--- src/rtl/pgat_pkg.sv ---
// Package: shared types, codes and constants for the game port axis timer.
`default_nettype none

package pgat_pkg;

    localparam int AXIS_COUNT = 4;
    localparam int POS_W      = 16;
    localparam int CNT_W      = 21;
    localparam int TPU_W      = 10;
    localparam int JC_W       = 2;
    localparam int BTN_A_W    = 4;
    localparam int BTN_B_W    = 2;
    localparam int BYTE_W     = 8;
    localparam int CFG_IDX_W  = 1;
    localparam int CFG_DATA_W = 10;

    // Duration pipeline: scale, divide by 65, scale, divide by 1000, multiply.
    localparam int LANE_LAT   = 5;
    localparam int STEP_W     = $clog2(LANE_LAT);

    localparam int A_W        = 23;
    localparam int Q1_W       = 17;
    localparam int B_W        = 21;
    localparam int Q2_W       = 11;
    localparam int P1_W       = 46;
    localparam int P2_W       = 42;
    localparam int DIV65_SH   = 29;
    localparam int DIV1000_SH = 30;

    localparam logic [A_W-1:0]  SCALE_100  = A_W'(100);
    localparam logic [P1_W-1:0] RECIP_65   = P1_W'(((64'd1 << DIV65_SH) + 64'd64) / 64'd65);
    localparam logic [B_W-1:0]  SCALE_11   = B_W'(11);
    localparam logic [P2_W-1:0] RECIP_1000 = P2_W'(((64'd1 << DIV1000_SH) + 64'd999) / 64'd1000);
    localparam logic [Q2_W-1:0] OFFSET_24  = Q2_W'(24);

    localparam logic [BYTE_W-1:0] BUSY_MASK = 8'h0f;
    localparam logic [BYTE_W-1:0] BTN_MASK  = 8'hf0;

    typedef enum logic [1:0] {
        OP_TICK  = 2'd0,
        OP_READ  = 2'd1,
        OP_WRITE = 2'd2,
        OP_SPARE = 2'd3
    } t_opcode;

    typedef enum logic [CFG_IDX_W-1:0] {
        CFG_JOY_COUNT = 1'b0,
        CFG_TICKS     = 1'b1
    } t_cfg_index;

    typedef enum logic [1:0] {
        ST_IDLE,
        ST_CONV,
        ST_EMIT
    } t_state;

    typedef struct packed {
        logic tick;
        logic set;
        logic load;
    } t_axis_ctl;

    function automatic logic [BYTE_W-1:0] port_byte(
        input logic [AXIS_COUNT-1:0] busy,
        input logic [JC_W-1:0]       jc,
        input logic [BTN_A_W-1:0]    btn_a,
        input logic [BTN_B_W-1:0]    btn_b
    );
        logic [BYTE_W-1:0] ret;
        ret = (BYTE_W'(busy) & BUSY_MASK) | BTN_MASK;
        if (jc != '0) begin
            ret = ret & ~{btn_a, 4'b0000};
        end
        if (jc[1]) begin
            ret = ret & ~{btn_b, 6'b000000};
        end
        return ret;
    endfunction

endpackage

`default_nettype wire

--- src/rtl/pgat_lane.sv ---
// Duration lane: converts one axis position into a tick count over five stages.
`default_nettype none

module pgat_lane
    import pgat_pkg::*;
(
    input  wire logic                    i_clk,
    input  wire logic signed [POS_W-1:0] i_pos,
    input  wire logic [TPU_W-1:0]        i_tpu,
    output logic [CNT_W-1:0]             o_dur
);

    logic [POS_W-1:0] u;
    logic [P1_W-1:0]  p1;
    logic [P2_W-1:0]  p2;
    logic [Q2_W-1:0]  q2_off;

    logic [A_W-1:0]   r_a;
    logic [Q1_W-1:0]  r_q1;
    logic [B_W-1:0]   r_b;
    logic [Q2_W-1:0]  r_q2;
    logic [CNT_W-1:0] r_dur;

    assign u      = {~i_pos[POS_W-1], i_pos[POS_W-2:0]};
    assign p1     = P1_W'(r_a) * RECIP_65;
    assign p2     = P2_W'(r_b) * RECIP_1000;
    assign q2_off = r_q2 + OFFSET_24;

    always_ff @(posedge i_clk) begin
        r_a   <= A_W'(u) * SCALE_100;
        r_q1  <= p1[DIV65_SH +: Q1_W];
        r_b   <= B_W'(r_q1) * SCALE_11;
        r_q2  <= p2[DIV1000_SH +: Q2_W];
        r_dur <= CNT_W'(q2_off) * CNT_W'(i_tpu);
    end

    assign o_dur = r_dur;

endmodule

`default_nettype wire

--- config.mk ---
export PLATFORM = sky130hd
export DESIGN_NAME = pgat_lane
export DESIGN_NICKNAME = d
export VERILOG_FILES = /design/src/rtl/pgat_pkg.sv /design/src/rtl/pgat_lane.sv
export SDC_FILE = /design/constraint.sdc
export NUM_CORES = 1
export LEC_CHECK = 0
export BUFFER_PORTS_ARGS = -buffer_cell sky130_fd_sc_hd__buf_2
export CAP_MARGIN = 20
export CORE_UTILIZATION = 60
export CTS_CLUSTER_DIAMETER = 150
export DETAILED_ROUTE_END_ITERATION = 10
export PLACE_DENSITY = 0.79
export SLEW_MARGIN = 20
export SYNTH_ARGS = -nofsm -noshare
export SYNTH_HDL_FRONTEND = slang
export SYNTH_SLANG_ARGS = --single-unit
--- constraint.sdc ---
create_clock -name i_clk -period 5.6 [get_ports i_clk]
set_input_delay 0 -clock i_clk [delete_from_list [all_inputs] [get_ports i_clk]]
set_output_delay 0 -clock i_clk [all_outputs]
set_load 0.05 [all_outputs]
==> results by group <==
Run status
  • Run status: complete, but fails checks
  • Violations in the final reports: negative setup slack

Worst setup path
  • Launching element type of the critical path: flop
  • Data required, critical path: 5860 ps
  • Cell occurring most often along the worst timing path: fa_1
  • Reg-to-reg critical path startpoint: r_a[14]
  • Cell family contributing the most delay on the critical path: adder cells
  • Worst setup startpoint: r_a[14]
  • Worst Setup End Kind: flop
  • Crit path arrival time: 6220 ps
  • Crit path buffers/inverters: 4
  • Classification of the worst setup path: flop to flop
  • Critical path's largest stage delay: 650 ps
  • Series of cell instances along the critical path: fa_2, inv_2, fa_1, inv_2, ha_4, fa_1, fa_1, fa_1, inv_2, fa_1, inv_2, ha_4, nand2_2, or4_4, or4_4, a21oi_4, or2_4, a31oi_4, xnor2_1
  • Worst Path Max Fanout: 5
  • Crit path max-delay cell type: fa_2

STA
  • Tightest hold margin: 88.1 ps
  • Worst Setup Slack, final: -353 ps
  • Crit path time final: 5950 ps
  • Worst slew slack as a fraction of its limit: 0.543
  • Pin slew with the least headroom to its limit: 668 ps
  • Final setup vio count: 15
  • Number of pins exceeding their max-slew limit in the final report: 0
  • Max Fclk: 0.168 GHz
  • Final hold viol count: 0
  • Final Cycle Share: 1.06
  • Unrepaired setup endpoints after global routing: yes
  • Skew final: 18.6 ps

Min path
  • Path class of the lowest-slack min-delay path: input pin to flop
  • Launch instance of the worst min-delay path: i_pos[4]

Routing
  • Routed vias: 16000
  • DR DRC count: 0
  • TritonRoute pass-1 iters: 8
  • Total routed wirelength: 50400 um
  • Ratio of routed vias to standard cells: 5.52
  • Remaining antenna violation count: 0
  • Mean routed wirelength per cell: 17.4 um
  • Starting DRC count in detailed routing: 1144

Global route
  • Overall overflow remaining after global route: 0
  • Global-route wire length before repair: 82600 um
  • Largest net degree at the start of global routing: 18
  • All-Layer GR Usage: 0.295
  • Via count of the first global-routing pass: 17200
  • Initial antenna violation count: 0

Floorplan
  • Die X-Extent: 188 um
  • Die Height: 188 um
  • Top-level I/O count: 48
  • Total Die Area: 35300 um^2
  • Initial Utilization: 0.614
  • Placeable core area: 33800 um^2
  • Standard-cell row count: 67

Placement
  • # port buffers: 47
  • Final RePlAce weighted congestion: 0.963
  • Half-perimeter wire length after detailed placement: 42000 um

Synthesis
  • Synthesis-stage register bit count: 91
  • Synth unique cells: 69
  • Area of the mapped netlist: 20700 um^2
  • Count of flip-flops with a built-in enable after synthesis: 0
  • Top flip-flop cell by instance count after synthesis: dfxtp_1
  • Async SR Flop Fraction: 0
  • Synth warnings: 0
  • Average footprint of a synthesized cell: 9.32 um^2
  • Share of the yosys chip area belonging to registers: 0.0878
  • Synth Instances: 2224
  • Post-synth net total: 3047

CTS
  • CTS clock-pin slew for the worst setup and hold paths: 80 ps
  • Clk root buf: clkbuf_16
  • Largest buffer count on any clock path: 2
  • Source-to-sink clock delay at the later pin of the worst-skew pair: 390 ps
  • TritonCTS Sinks: 91
  • Cts bufs inserted: 9
  • TritonCTS clock tree: built
  • CTS HTree Levels: 3

Layout
  • Fraction of layout instances using a drive strength above 1: 0.159
  • Final-layout fill cell count: 2419
  • Net count, final: 3272
  • Number of inserted diodes: 0
  • Area delta synth->final: 15.4%
  • Core occupancy in the finished layout: 0.708

Run
  • Total of max-cap violations: 0
## final timing paths
check | depth (start not counted) | slack, ps | end
max | 19 | -350 | r_q1[9]
min | 3 | 90 | r_a[6]
max reg2reg | 19 | -350 | r_q1[9]
min reg2reg | 0 | 400 | r_b[0]
## per-layer routing
| layer | share of wire | GRT usage | wire length, um |
|---|---|---|---|
| met3 | 0.053 | 0.0423 | 2680 |
| met1 | 0.41 | 0.369 | 20800 |
| met4 | 0.044 | 0.118 | 2190 |
| met2 | 0.49 | 0.512 | 24800 |
| met5 | 0 | 0 | 0 |
## synthesized netlist by cell type, types with 6 or more instances
cell      count  area, um^2
inv_1       620        2330
ha_1        489        6120
fa_1        307        6150
nand2_1     107         402
a21oi_1      91         455
dfxtp_1      91        1820
nor2_1       51         191
xnor2_1      51         447
o21ai_0      45         225
and2_1       43         269
a21o_1       33         248
xor2_1       23         201
nand3_1      21         105
o21bai_1     19         143
nor3_1       18        90.1
clkbuf_1     16        60.1
nor2b_1      16         100
o21a_1       15         113
and3_1       14        87.6
nand2b_1     13        81.3
a211oi_1     12        90.1
a31oi_1      12        75.1
nand4_1      12        75.1
nor4_1       10        62.6
o211ai_1      6        45.0
o31ai_1       6        45.0
## repair_timing
action,CTS,global route
setup buffers,7,12
gates resized for setup,45,91
hold buffers,5,0
pin swaps,24,56
setup endpoints to repair,24,35
gates cloned,0,0
hold endpoints to repair,5,0
## worst reg2reg max path, stage by stage, from the launching register on
cell and delay [ps]:
dfxtp_2 350, fa_2 650, inv_2 50, fa_1 520
inv_2 50, ha_4 270, fa_1 420, fa_1 480
fa_1 560, inv_2 50, fa_1 530, inv_2 50
ha_4 270, nand2_2 40, or4_4 490, or4_4 450
a21oi_4 160, or2_4 210, a31oi_4 100, xnor2_1 140
## registers in the layout (all words and copies together) (netlist names)
signal	count
o_dur	21
r_q2	11
r_a	21
r_q1	17
r_b	21
## layout make-up
| cell class | count | area (um^2) | area share |
|---|---|---|---|
| Clock inverter | 6 | 78.8 | 0.00329 |
| Inverter | 622 | 2330 | 0.0975 |
| Multi-Input combinational cell | 1494 | 17200 | 0.720 |
| Timing Repair Buffer | 231 | 1640 | 0.0685 |
| Tap cell | 448 | 561 | 0.0234 |
| Clock buffer | 10 | 239 | 0.00998 |
| Sequential cell | 91 | 1840 | 0.0770 |
## placed cells by master (no fill, tap or decap), types with 43 or more instances in the layout
master / count
inv_1: 607
nor2_1: 45
dfxtp_1: 74
xnor2_1: 49
buf_4: 176
ha_1: 455
and2_1: 43
buf_2: 47
a21oi_1: 80
nand2_1: 102
fa_1: 298
## cells by family (layout without fill, tap and decap cells)
family                     Yosys count  in the layout  share of synthesized area
AOI/OAI and AO/OA                  292            292                     0.0924
xor gates and xnor gates            74             74                     0.0313
adders and majority gates          796            796                      0.591
buffers and inverters              639            869                      0.116
DFF                                 91             91                     0.0878
muxes                                5              5                    0.00247
and+or+nand+nor                    327            327                     0.0789
## through the flow
step	setup WS (ps)	instances	setup TNS (ps)	area, um^2
3_3_place_gp	-323	2862	-3000	22800
3_5_place_dp	-362	2862	-3800	22800
2_1_floorplan	-131	2224	-957	20800
6_report	-353	2902	-3370	23900
5_1_grt	-514	2902	-6000	23900
4_1_cts	-285	2890	-2410	23400
Power is left out: the tool's default activity adds up to more than one toggle a clock period on the data nets, which glitch-free logic cannot reach.
