--- src/rtl/pgat_pkg.sv ---
// Package: shared types, codes and constants for the game port axis timer.
`default_nettype none

package pgat_pkg;

    localparam int AXIS_COUNT = 4;
    localparam int POS_W      = 16;
    localparam int CNT_W      = 21;
    localparam int TPU_W      = 10;
    localparam int JC_W       = 2;
    localparam int BTN_A_W    = 4;
    localparam int BTN_B_W    = 2;
    localparam int BYTE_W     = 8;
    localparam int CFG_IDX_W  = 1;
    localparam int CFG_DATA_W = 10;

    // Duration pipeline: scale, divide by 65, scale, divide by 1000, multiply.
    localparam int LANE_LAT   = 5;
    localparam int STEP_W     = $clog2(LANE_LAT);

    localparam int A_W        = 23;
    localparam int Q1_W       = 17;
    localparam int B_W        = 21;
    localparam int Q2_W       = 11;
    localparam int P1_W       = 46;
    localparam int P2_W       = 42;
    localparam int DIV65_SH   = 29;
    localparam int DIV1000_SH = 30;

    localparam logic [A_W-1:0]  SCALE_100  = A_W'(100);
    localparam logic [P1_W-1:0] RECIP_65   = P1_W'(((64'd1 << DIV65_SH) + 64'd64) / 64'd65);
    localparam logic [B_W-1:0]  SCALE_11   = B_W'(11);
    localparam logic [P2_W-1:0] RECIP_1000 = P2_W'(((64'd1 << DIV1000_SH) + 64'd999) / 64'd1000);
    localparam logic [Q2_W-1:0] OFFSET_24  = Q2_W'(24);

    localparam logic [BYTE_W-1:0] BUSY_MASK = 8'h0f;
    localparam logic [BYTE_W-1:0] BTN_MASK  = 8'hf0;

    typedef enum logic [1:0] {
        OP_TICK  = 2'd0,
        OP_READ  = 2'd1,
        OP_WRITE = 2'd2,
        OP_SPARE = 2'd3
    } t_opcode;

    typedef enum logic [CFG_IDX_W-1:0] {
        CFG_JOY_COUNT = 1'b0,
        CFG_TICKS     = 1'b1
    } t_cfg_index;

    typedef enum logic [1:0] {
        ST_IDLE,
        ST_CONV,
        ST_EMIT
    } t_state;

    typedef struct packed {
        logic tick;
        logic set;
        logic load;
    } t_axis_ctl;

    function automatic logic [BYTE_W-1:0] port_byte(
        input logic [AXIS_COUNT-1:0] busy,
        input logic [JC_W-1:0]       jc,
        input logic [BTN_A_W-1:0]    btn_a,
        input logic [BTN_B_W-1:0]    btn_b
    );
        logic [BYTE_W-1:0] ret;
        ret = (BYTE_W'(busy) & BUSY_MASK) | BTN_MASK;
        if (jc != '0) begin
            ret = ret & ~{btn_a, 4'b0000};
        end
        if (jc[1]) begin
            ret = ret & ~{btn_b, 6'b000000};
        end
        return ret;
    endfunction

endpackage

`default_nettype wire

--- src/rtl/pgat_counter.sv ---
// Axis counter: one down counter and its busy bit.
`default_nettype none

module pgat_counter
    import pgat_pkg::*;
(
    input  wire logic             i_clk,
    input  wire logic             i_rst_n,
    input  wire t_axis_ctl        i_ctl,
    input  wire logic [CNT_W-1:0] i_dur,
    output logic                  o_busy,
    output logic                  o_busy_next
);

    logic [CNT_W-1:0] r_cnt;
    logic [CNT_W-1:0] n_cnt;
    logic             r_busy;
    logic             n_busy;

    always_comb begin
        n_cnt  = r_cnt;
        n_busy = r_busy;
        if (i_ctl.tick && r_cnt != '0) begin
            n_cnt = r_cnt - CNT_W'(1);
            if (r_cnt == CNT_W'(1)) begin
                n_busy = 1'b0;
            end
        end
        if (i_ctl.set) begin
            n_busy = 1'b1;
        end
        if (i_ctl.load) begin
            n_cnt = i_dur;
        end
    end

    always_ff @(posedge i_clk) begin
        if (!i_rst_n) begin
            r_cnt  <= '0;
            r_busy <= 1'b0;
        end else begin
            r_cnt  <= n_cnt;
            r_busy <= n_busy;
        end
    end

    assign o_busy      = r_busy;
    assign o_busy_next = n_busy;

endmodule

`default_nettype wire

--- config.mk ---
export PLATFORM = sky130hd
export DESIGN_NAME = pgat_counter
export DESIGN_NICKNAME = d
export VERILOG_FILES = /design/src/rtl/pgat_pkg.sv /design/src/rtl/pgat_counter.sv
export SDC_FILE = /design/constraint.sdc
export NUM_CORES = 1
export LEC_CHECK = 0
export CORE_ASPECT_RATIO = 0.8
export CORE_MARGIN = 3
export CORE_UTILIZATION = 50
export DETAILED_ROUTE_END_ITERATION = 16
export DONT_BUFFER_PORTS = 1
export MAX_ROUTING_LAYER = met4
export PLACE_DENSITY = 0.72
export SETUP_SLACK_MARGIN = 0.05
export SYNTH_ARGS = -nofsm -noshare
export SYNTH_HDL_FRONTEND = slang
export SYNTH_SLANG_ARGS = --single-unit
--- constraint.sdc ---
create_clock -name i_clk -period 2.58 [get_ports i_clk]
set_input_delay 0.129 -clock i_clk [delete_from_list [all_inputs] [get_ports i_clk]]
set_output_delay 0.129 -clock i_clk [all_outputs]
set_load 0.01 [all_outputs]
==> qor.log, run 1 <==
qor: cts.cts_tree yes
qor: cts.inserted_clock_buffers 3
qor: global_routing.grt_antenna_before_repair 0
qor: logic_synthesis.synth_cell_type_count 49
qor: global_routing.grt_pass1_wl 6.43 mm
qor: logic_synthesis.synth.avg_cell_area 8.01 um2
qor: global_routing.pin_count_of_the_biggest_net_entering_global_routing 34
qor: cts.cts_root_cell clkbuf_8
qor: logic_synthesis.synth_nets 219
qor: critical_path.regToRegEndpoint r_cnt[13]
qor: pwr.ir_worst_vdd 0.380 mV
qor: logic_synthesis.yosysWarningCount 0
qor: timing.period_minus_slack 2.16 ns
qor: critical_path.critical_path.slowest_cell or4_1
qor: detailed_routing.dr.first_iter.drc_count 176
qor: critical_path.timing.reg2reg.worst_path_depth 5
qor: logic_synthesis.synth_cells 190
qor: pwr.static-leakage-power 0.532 nW
qor: critical_path.cp_slowest_stage_delay 0.55 ns
qor: logic_synthesis.synth_area 1520 um2
qor: die.die_area 3750 um2
qor: critical_path.worstPathArrival 2.33 ns
qor: global_routing.grt.total_usage 22.6%
qor: finish.final-seq-area 440 um2
qor: critical_path.setup.worst_path.start_class flop
qor: detailed_routing.routed-via-count 1495
qor: die.die_height 55.3 um
qor: timing.hold_viol_final 0
qor: logic_synthesis.synth.top_cell.area_share 28.9%
qor: flow_run.cap_viol_max_count 0
qor: finish.utilization 56.1%
qor: place.detailed_place_hpwl 2.73 mm
qor: timing.timing_max_transition_violations_final 0
qor: detailed_routing.avgViaCountPerCell 6.76
qor: min_path.hp-start i_rst_n
qor: logic_synthesis.synth.area.top_cells dfxtp_1 (29%), o21ai_0 (6.3%), nand3_1 (4.9%)
qor: logic_synthesis.synth.cells.most_frequent dfxtp_1 (22), o21ai_0 (19), nand3_1 (15)
qor: finish.post_route_cells_drive_above_1_share 7.65%
qor: detailed_routing.route.final.wire_length 3.90 mm
qor: detailed_routing.drt-wirelength-per-cell 17.6 um
qor: logic_synthesis.yosys.cell_count.top_type dfxtp_1
qor: logic_synthesis.synth-edff-count 0
qor: place.placed_cell_area 1530 um2
qor: cts.postCtsSetupBuffers 0
qor: global_routing.vias_in_the_first_global_route 1346
qor: critical_path.reg2reg_from r_cnt[0]
qor: detailed_routing.drc 0
qor: critical_path.worst-path-max-fanout 22
qor: die.top_level_ports 28
qor: global_routing.overflow 0
qor: timing.setup_violation_total_in_the_final_timing_report 0
qor: timing.clock_skew 0.00416 ns
qor: timing.relSlewSlack 53.1%
qor: detailed_routing.final_antenna_net_count 0
qor: timing.fmax 0.463 GHz
qor: critical_path.setup.reg_to_reg.worst_slack 0.42 ns
qor: cts.cts_max_path_buffers 2
qor: die.starting_utilization_of_the_core_area 53.8%
qor: critical_path.criticalPathCategory reg -> reg
qor: timing.setup_repair_after_global_routing_missed_its_margin false
qor: detailed_routing.drt-pass1-iter-count 4
qor: status.run_status finished, final reports clean
qor: pwr.p_per_area 511 nW/um2
qor: logic_synthesis.ys_seq_elements 22
qor: logic_synthesis.synth_area_leader_cell dfxtp_1
qor: logic_synthesis.asyncSetResetFlopFracSynth 0%
qor: critical_path.cp-end-kind flop
qor: finish.num-nets-final 214
qor: cts.h_tree_lvls 1
qor: critical_path.crit_required 2.75 ns
qor: min_path.worstHoldEndpoint r_cnt[18]
qor: place.gp_routability_congestion 0.903
qor: die.floorplan.die.width 67.7 um
qor: finish.antennaDiodeCount 0
qor: finish.design_area 1590 um2
qor: die.rows 17
qor: finish.filler_cell_count 267
qor: finish.multi_input_area 1000 um2
qor: die.core 2830 um2
qor: critical_path.cp_cell_sequence inv_1 > ha_1 > and4b_1 > or4_1 > a311oi_1
qor: timing.totalNegativeSetupSlack 0 ns
qor: place.numPortBuffers 0
qor: logic_synthesis.most_used_dff_post_synth dfxtp_1
qor: cts.cts.sink_count 22
qor: cts.worst_skew_pair.late_latency 0.26 ns
qor: finish.growth_of_design_area_from_synthesis_to_finish 4.28%
qor: timing.worst_margin_pin_slew 0.703 ns
qor: min_path.hold_path_depth 2
qor: cts.clk_pin_slew 0.08 ns
qor: timing.final_min_period_over_clock_period 83.7%
qor: logic_synthesis.synth_seq_area_share 28.9%
qor: min_path.hold_path_class in -> reg
per-layer routing:
layer | track usage, % | share of wire [%]
met2 | 31.1 | 44
met3 | 5.28 | 6.1
met4 | 3.76 | 0.36
met5 | - | 0
met1 | 33.7 | 50
critical path: cells and delay by family, from the launching register on:
family / cells / cell delay, ns
buffers and inverters: 1 / 0.10
and+or+nand+nor: 2 / 0.98
DFF: 1 / 0.44
AOI/OAI and AO/OA: 1 / 0.28
adders and majority gates: 1 / 0.27
state kept, by name, indices dropped and copies added, names as in the netlist:
name / count
r_cnt: 21
o_busy: 1
logic make-up after synthesis:
kind of cell             Yosys count  share of synthesized area [%]
buffers and inverters             19                           5.10
adder cells (fa/ha/maj)            3                           2.47
AND/OR/NAND/NOR                   82                           34.5
AO/OA/AOI/OAI                     64                           29.0
flip-flops                        22                           28.9
layout make-up:
type	instances	share of cell area, %
multi-input combinational	149	63.2
tap	38	3.00
sequential	22	27.8
timing repair buffer	4	2.21
clock buffer	3	2.60
inverter	5	1.18
per-stage QoR:
step / std cells / power, mW / worst slack, ns / hold slack [ns]
floorplan: 190 / 0.566 / 0.834 / 0.265
global placement: 216 / 0.589 / 0.538 / 0.264
detailed placement: 216 / 0.597 / 0.446 / 0.271
CTS: 220 / 0.811 / 0.428 / 0.00104
global route: 221 / 0.859 / 0.250 / 0.0144
finish: 221 / 0.811 / 0.420 / 0.00585
placed cells by master (no fill, tap or decap), types with 4 or more instances in the layout:
cell type,synthesis,layout
a31oi_1,7,7
o2111ai_1,4,4
nor4_1,6,6
dfxtp_1,22,22
o21ai_0,19,19
o31ai_1,6,6
o211ai_1,5,5
or4_1,6,6
nor2_1,13,13
a21oi_1,4,4
inv_1,5,5
a211oi_1,4,4
nand2_1,11,11
nand3_1,15,15
power breakdown:
group	internal [mW]	switching, mW	leakage (nW)
Sequential	0.368	0.0404	0.183
Combinational	0.0765	0.113	0.328
Clock	0.104	0.109	0.0216
Total	0.549	0.262	0.532
repair_timing:
| item | CTS | global route |
|---|---|---|
| gates resized for setup | 0 | 0 |
| endpoints found under the hold margin | 3 | 1 |
| hold buffers | 1 | 1 |
worst max path at each step:
stage,start,endpoint,slack [ns]
3_3_place_gp,r_cnt[0],r_cnt[13],0.54
2_1_floorplan,r_cnt[6],r_cnt[13],0.83
4_1_cts,r_cnt[0],r_cnt[13],0.43
5_1_grt,r_cnt[0],r_cnt[13],0.25
6_report,r_cnt[0],r_cnt[13],0.42
3_5_place_dp,r_cnt[0],r_cnt[13],0.45
Power figures use the tool's default switching activity.
==> run 2, diff against run 1 <==
--- a/config.mk
+++ b/config.mk
@@ -5,13 +5,14 @@
 export SDC_FILE = /design/constraint.sdc
 export NUM_CORES = 1
 export LEC_CHECK = 0
+export ABC_AREA = 1
 export CORE_ASPECT_RATIO = 0.8
 export CORE_MARGIN = 3
 export CORE_UTILIZATION = 50
 export DETAILED_ROUTE_END_ITERATION = 16
 export DONT_BUFFER_PORTS = 1
 export MAX_ROUTING_LAYER = met4
-export PLACE_DENSITY = 0.72
+export PLACE_DENSITY = 0.75
 export SETUP_SLACK_MARGIN = 0.05
 export SYNTH_ARGS = -nofsm -noshare
 export SYNTH_HDL_FRONTEND = slang
==> constraint.sdc (replaced) <==
create_clock -name i_clk -period 1.9 [get_ports i_clk]
set_input_delay 0.095 -clock i_clk [delete_from_list [all_inputs] [get_ports i_clk]]
set_output_delay 0.095 -clock i_clk [all_outputs]
set_load 0.01 [all_outputs]
==> run 2 against run 1 <==
- sequential cell count did not move
- synthesized area up 7.8%
- cell count is 42% higher
- clock-buffer cell count stayed put
- synthesized cell count grew 45%
- non-clock buffer count is 1 lower
- sequential share of layout area shrank 2.3 points
- critical endpoint is now r_cnt[16]
- largest power group unchanged
- highest routed layer unchanged
==> qor.log, run 2 <==
qor: logic_synthesis.ys_seq_elements 22
qor: die.core 2940 um2
qor: timing.setup_repair_after_global_routing_missed_its_margin false
qor: logic_synthesis.asyncSetResetFlopFracSynth 0%
qor: timing.setup_violation_total_in_the_final_timing_report 0
qor: timing.totalNegativeSetupSlack 0 ns
qor: timing.hold_viol_final 0
qor: detailed_routing.drt-pass1-iter-count 4
qor: finish.growth_of_design_area_from_synthesis_to_finish 5.42%
qor: timing.timing_max_transition_violations_final 0
qor: global_routing.vias_in_the_first_global_route 1367
qor: die.floorplan.die.width 70.0 um
qor: die.top_level_ports 28
qor: global_routing.grt_antenna_before_repair 0
qor: logic_synthesis.synth_cell_type_count 24
qor: critical_path.worstPathArrival 1.82 ns
qor: critical_path.setup.worst_path.start_class flop
qor: cts.inserted_clock_buffers 3
qor: timing.clock_skew 0.00596 ns
qor: finish.post_route_cells_drive_above_1_share 7.64%
qor: place.placed_cell_area 1670 um2
qor: logic_synthesis.most_used_dff_post_synth dfxtp_1
qor: detailed_routing.drc 0
qor: timing.period_minus_slack 1.67 ns
qor: cts.clk_pin_slew 0.08 ns
qor: min_path.hold_path_class in -> reg
qor: logic_synthesis.synth.area.top_cells dfxtp_1 (27%), nand2_1 (22%), nor2_1 (11%)
qor: global_routing.overflow 0
qor: logic_synthesis.synth_cells 275
qor: timing.final_min_period_over_clock_period 87.7%
qor: logic_synthesis.yosysWarningCount 0
qor: status.run_status finished, final reports clean
qor: logic_synthesis.yosys.cell_count.top_type nand2_1
qor: logic_synthesis.synth.avg_cell_area 5.96 um2
qor: finish.largest_reg_flops 21
qor: cts.cts_root_cell clkbuf_8
qor: critical_path.worst-path-max-fanout 5
qor: critical_path.crit_required 2.05 ns
qor: global_routing.grt.total_usage 20.9%
qor: detailed_routing.drt-wirelength-per-cell 12.9 um
qor: logic_synthesis.synth_seq_area_share 26.8%
qor: finish.design_area 1730 um2
qor: logic_synthesis.synth_nets 304
qor: cts.cts_tree yes
qor: place.gp_routability_congestion 0.904
qor: global_routing.pin_count_of_the_biggest_net_entering_global_routing 21
qor: pwr.ir_worst_vdd 0.474 mV
qor: finish.layout.cells.most_common nand2_1
qor: die.die_height 57.2 um
qor: global_routing.grt_pass1_wl 6.56 mm
qor: timing.worst_margin_pin_slew 0.520 ns
qor: detailed_routing.dr.first_iter.drc_count 87
qor: logic_synthesis.synth_area_leader_cell dfxtp_1
qor: cts.cts.sink_count 22
qor: detailed_routing.route.final.wire_length 4.04 mm
qor: logic_synthesis.synth.top_cell.area_share 26.8%
qor: die.die_area 4010 um2
qor: place.numPortBuffers 0
qor: logic_synthesis.synth-edff-count 0
qor: finish.regMostFlops r_cnt
qor: pwr.totalPowerFinal 1.24 mW
qor: finish.utilization 58.9%
qor: logic_synthesis.synth_area 1640 um2
qor: critical_path.timing.critical_path.mode_cell nor2_1
qor: cts.worst_skew_pair.late_latency 0.27 ns
qor: pwr.static-leakage-power 0.813 nW
qor: pwr.p_per_area 716 nW/um2
qor: detailed_routing.avgViaCountPerCell 5.20
qor: detailed_routing.routed-via-count 1629
qor: finish.antennaDiodeCount 0
qor: critical_path.cp-end-kind flop
qor: die.starting_utilization_of_the_core_area 55.9%
qor: timing.fmax 0.600 GHz
qor: critical_path.cp_cell_sequence inv_1 > ha_1 > nand2_1 > nor2_2 > nand2_1 > xor2_1 > nor2_1 > nor2_1 > nor2_1
qor: cts.cts_max_path_buffers 2
qor: critical_path.critical_path.slowest_cell dfxtp_1
qor: die.rows 17
qor: finish.num-nets-final 306
qor: critical_path.cp_slowest_stage_delay 0.33 ns
qor: critical_path.criticalPathCategory reg -> reg
qor: cts.h_tree_lvls 1
qor: place.detailed_place_hpwl 3.03 mm
qor: detailed_routing.final_antenna_net_count 0
qor: logic_synthesis.synth.cells.most_frequent nand2_1 (96), nor2_1 (48), inv_1 (23), nand3_1 (23), dfxtp_1 (22)
qor: timing.relSlewSlack 65.3%
qor: flow_run.cap_viol_max_count 0
qor: finish.layout_common_cells nand2_1 (96), nor2_1 (47), inv_1 (23), nand3_1 (23), dfxtp_1 (22)
run 2: changes by cell type after synthesis, sizes merged, moves of 7 or more:
cell / before / now
a21oi: 4 / 12
nand3: 15 / 24
clkbuf: 12 / 4
o21ai: 19 / 10
nor4: 9 / 0
nand2: 11 / 99
inv: 5 / 23
a31oi: 7 / 0
nor2: 13 / 57
run 2: repair_timing:
action,4_1_cts,5_1_grt
resized for setup,0,2
hold endpoints to repair,7,0
setup buffers,0,0
hold buffers,2,0
setup endpoints to repair,0,3
run 2: worst max-delay path: cells and delay by family (launching register included):
family	cells	cell delay (ns)
flip-flops	1	0.33
AND/OR/NAND/NOR	6	0.68
XOR/XNOR	1	0.16
adder cells (fa/ha/maj)	1	0.26
buffers and inverters	1	0.12
run 2: logic make-up (layout without fill, tap and decap cells):
kind of cell               after synthesis  count (layout)  share of synthesized area, %
adders and majority gates                3               3                          2.29
buffers and inverters                   30              30                          7.63
and+or+nand+nor                        189             189                          51.9
xor gates and xnor gates                 6               6                          3.20
DFF                                     22              22                          26.8
AOI/OAI and AO/OA                       25              25                          8.09
run 2: power breakdown:
group	leakage, nW	switching [mW]	internal (mW)
logic	0.609	0.247	0.139
clock network	0.0216	0.161	0.142
registers	0.182	0.0499	0.499
total	0.813	0.458	0.780
run 2: per-layer routing:
layer  vias up  part of all wire (%)  track usage (%)
met4         0                  0.74             4.64
met1       704                    53             31.0
met5         -                     0                -
met3         5                   6.9             4.75
met2        51                    40             28.5
li1        869                     -                -
run 2: layout make-up:
| type | instances | area [um2] |
|---|---|---|
| clock buffer | 3 | 41.3 |
| fill | 284 | 1210 |
| inverter | 24 | 95.1 |
| multi-input combinational | 223 | 1080 |
| sequential | 22 | 440 |
| tap | 38 | 47.5 |
| timing repair buffer | 3 | 27.5 |
run 2: final timing paths:
kind / slack [ns] / endpoint / startpoint / cells after the start
setup reg to reg: 0.23 / r_cnt[16] / r_cnt[0] / 9
hold / removal: 0.03 / r_cnt[4] / i_rst_n / 2
setup / recovery: 0.23 / r_cnt[16] / r_cnt[0] / 9
hold reg to reg: 0.50 / r_cnt[0] / r_cnt[0] / 2
run 2: stage by stage:
step	instances	setup WS, ns	hold slack, ns
after CTS	313	0.164	0.0230
final	313	0.233	0.0273
after global placement	308	0.271	0.196
after floorplan	275	0.456	0.193
after global routing	313	0.0852	0.0336
after detailed placement	308	0.178	0.205
==> run 3, diff against run 2 <==
--- a/config.mk
+++ b/config.mk
@@ -13,6 +13,8 @@
 export DONT_BUFFER_PORTS = 1
 export MAX_ROUTING_LAYER = met4
 export PLACE_DENSITY = 0.75
+export RECOVER_POWER = 100
+export REMOVE_ABC_BUFFERS = 1
 export SETUP_SLACK_MARGIN = 0.05
 export SYNTH_ARGS = -nofsm -noshare
 export SYNTH_HDL_FRONTEND = slang
==> run 3 against run 2 <==
- sequential power about the same
- utilization is 0.85 points higher
- first-iteration DRC count increased by 21%
- highest routed layer unchanged
- non-clock buffer count stayed put
- clock power up 46%
- clock skew hardly changed
- critical path type is now reg -> out
- via count fell by 0.55%
==> qor.log, run 3 (synthesis results as in run 2) <==
qor: critical_path.setup.worst_path.start_class flop
qor: finish.antennaDiodeCount 0
qor: critical_path.timing.reg2reg.worst_path_depth 9
qor: finish.layoutNonFillerInstCount 314
qor: timing.timing_max_transition_violations_final 0
qor: cts.cts_root_cell clkbuf_8
qor: place.placed_cell_area 1670 um2
qor: finish.design_area 1750 um2
qor: detailed_routing.final_antenna_net_count 0
qor: timing.setup_repair_after_global_routing_missed_its_margin false
qor: global_routing.pin_count_of_the_biggest_net_entering_global_routing 21
qor: finish.utilization 59.8%
qor: critical_path.cp-endpoint o_busy_next
qor: cts.inserted_clock_buffers 3
qor: cts.h_tree_lvls 1
qor: finish.post_route_cells_drive_above_1_share 7.25%
qor: detailed_routing.route.final.wire_length 4.05 mm
qor: flow_run.cap_viol_max_count 0
qor: die.top_level_ports 28
qor: place.gp_routability_congestion 0.890
qor: pwr.switching_power 0.457 mW
qor: finish.layout_common_cells nand2_1 (96), nor2_1 (49), inv_1 (23), nand3_1 (23), dfxtp_1 (22)
qor: critical_path.timing.critical_path.from r_cnt[0]
qor: global_routing.grt_pass1_wl 6.84 mm
qor: finish.layout.cells.most_common nand2_1
qor: pwr.cell_internal_pwr 0.919 mW
qor: critical_path.regToRegEndpoint r_cnt[16]
qor: pwr.clock_power_share 32.1%
qor: die.starting_utilization_of_the_core_area 55.9%
qor: cts.cts_tree yes
qor: pwr.switching_share 33.2%
qor: cts.clk_pin_slew 0.09 ns
qor: timing.worst_margin_pin_slew 0.549 ns
qor: timing.setup_violation_total_in_the_final_timing_report 0
qor: finish.growth_of_design_area_from_synthesis_to_finish 6.94%
qor: critical_path.worstPathArrival 1.59 ns
qor: min_path.hold_path_class in -> reg
qor: critical_path.cp_slowest_stage_delay 0.34 ns
qor: detailed_routing.dr.first_iter.drc_count 105
qor: status.run_status finished, final reports clean
qor: timing.fmax 0.594 GHz
qor: finish.regMostFlops r_cnt
qor: place.numPortBuffers 0
qor: critical_path.critical_path.slowest_cell dfxtp_1
qor: pwr.ir_worst_vdd 0.644 mV
qor: detailed_routing.avgViaCountPerCell 5.16
qor: timing.final_min_period_over_clock_period 88.5%
qor: die.core 2940 um2
qor: critical_path.timing.critical_path.mode_cell nand2_1
qor: place.detailed_place_hpwl 2.90 mm
qor: die.rows 17
qor: detailed_routing.drc 0
qor: die.floorplan.die.width 70.0 um
qor: cts.cts_max_path_buffers 2
qor: critical_path.cp-end-kind output pin
qor: critical_path.worst-path-max-fanout 8
qor: global_routing.grt.total_usage 21.4%
qor: pwr.static-leakage-power 0.827 nW
qor: finish.num-nets-final 306
qor: global_routing.grt_antenna_before_repair 0
qor: pwr.seq_power_share 39.9%
qor: cts.worst_skew_pair.late_latency 0.27 ns
qor: global_routing.overflow 0
qor: finish.largest_reg_flops 21
qor: timing.totalNegativeSetupSlack 0 ns
qor: cts.cts.sink_count 22
qor: critical_path.criticalPathCategory reg -> out
qor: die.die_area 4010 um2
qor: critical_path.crit_required 1.80 ns
qor: detailed_routing.drt-pass1-iter-count 5
qor: timing.period_minus_slack 1.68 ns
qor: pwr.combPwrFrac 28.0%
qor: critical_path.cp_cell_sequence inv_1 > ha_1 > nand2_1 > nor2_2 > nand3_4 > nand2_8 > o21ai_1 > nand2_1
qor: timing.relSlewSlack 63.3%
qor: critical_path.setup.reg_to_reg.worst_slack 0.24 ns
qor: critical_path.reg2reg_from r_cnt[0]
qor: timing.clock_skew 0.00550 ns
qor: global_routing.vias_in_the_first_global_route 1443
qor: detailed_routing.drt-wirelength-per-cell 12.9 um
qor: timing.hold_viol_final 0
qor: die.die_height 57.2 um
qor: place.dp.cells 308
qor: pwr.p_per_area 784 nW/um2
qor: detailed_routing.routed-via-count 1620
run 3: area by class of cell:
class	instances	area, um2
Timing Repair Buffer	3	27.5
Clock buffer	3	41.3
Inverter	24	95.1
Multi-Input combinational cell	223	1070
Fill cell	302	1180
Tap cell	38	47.5
Sequential cell	22	440
Clock inverter	1	30.0
run 3: through the flow:
step	setup WS [ns]	total power, mW	hold WS, ns
finish	0.218	1.38	0.0243
detailed placement	0.248	0.933	0.199
floorplan	0.454	0.857	0.193
CTS	0.152	1.38	0.0163
global route	0.0385	1.46	0.0220
global placement	0.259	0.930	0.196
run 3: worst max-delay path, delay by kind of cell, from the launching register on:
kind / cells / cell delay [ns]
and+or+nand+nor: 5 / 0.62
AOI/OAI and AO/OA: 1 / 0.08
DFF: 1 / 0.34
buffers and inverters: 1 / 0.12
adders and majority gates: 1 / 0.16
run 3: power groups by stage:
stage	clock network [mW]	registers, mW	logic, mW
finish	0.442	0.549	0.385
global route	0.465	0.554	0.445
CTS	0.447	0.548	0.382
detailed placement	0	0.558	0.375
global placement	0	0.558	0.373
floorplan	0	0.546	0.312
run 3: layer usage:
layer | global-route usage [%] | vias to the layer above | wire (um)
li1 | - | 864 | -
met1 | 31.6 | 692 | 2060
met2 | 30.6 | 62 | 1590
met3 | 4.93 | 2 | 381
met4 | 2.46 | 0 | 22
met5 | - | - | 0
run 3: repair_timing:
action / CTS / global route
gates resized for setup: 0 / 3
hold buffers: 2 / 0
setup endpoints to repair: 0 / 2
hold endpoints to repair: 7 / 0
setup buffers: 0 / 0
run 3: how the worst min path moves through the flow:
stage	startpoint	end	cells past startpoint
after CTS	i_rst_n	r_cnt[15]	2
final	i_rst_n	r_cnt[15]	2
after global routing	i_rst_n	r_cnt[15]	2
after floorplan	i_rst_n	r_cnt[14]	2
after global placement	i_rst_n	r_cnt[14]	2
after detailed placement	i_rst_n	r_cnt[14]	2
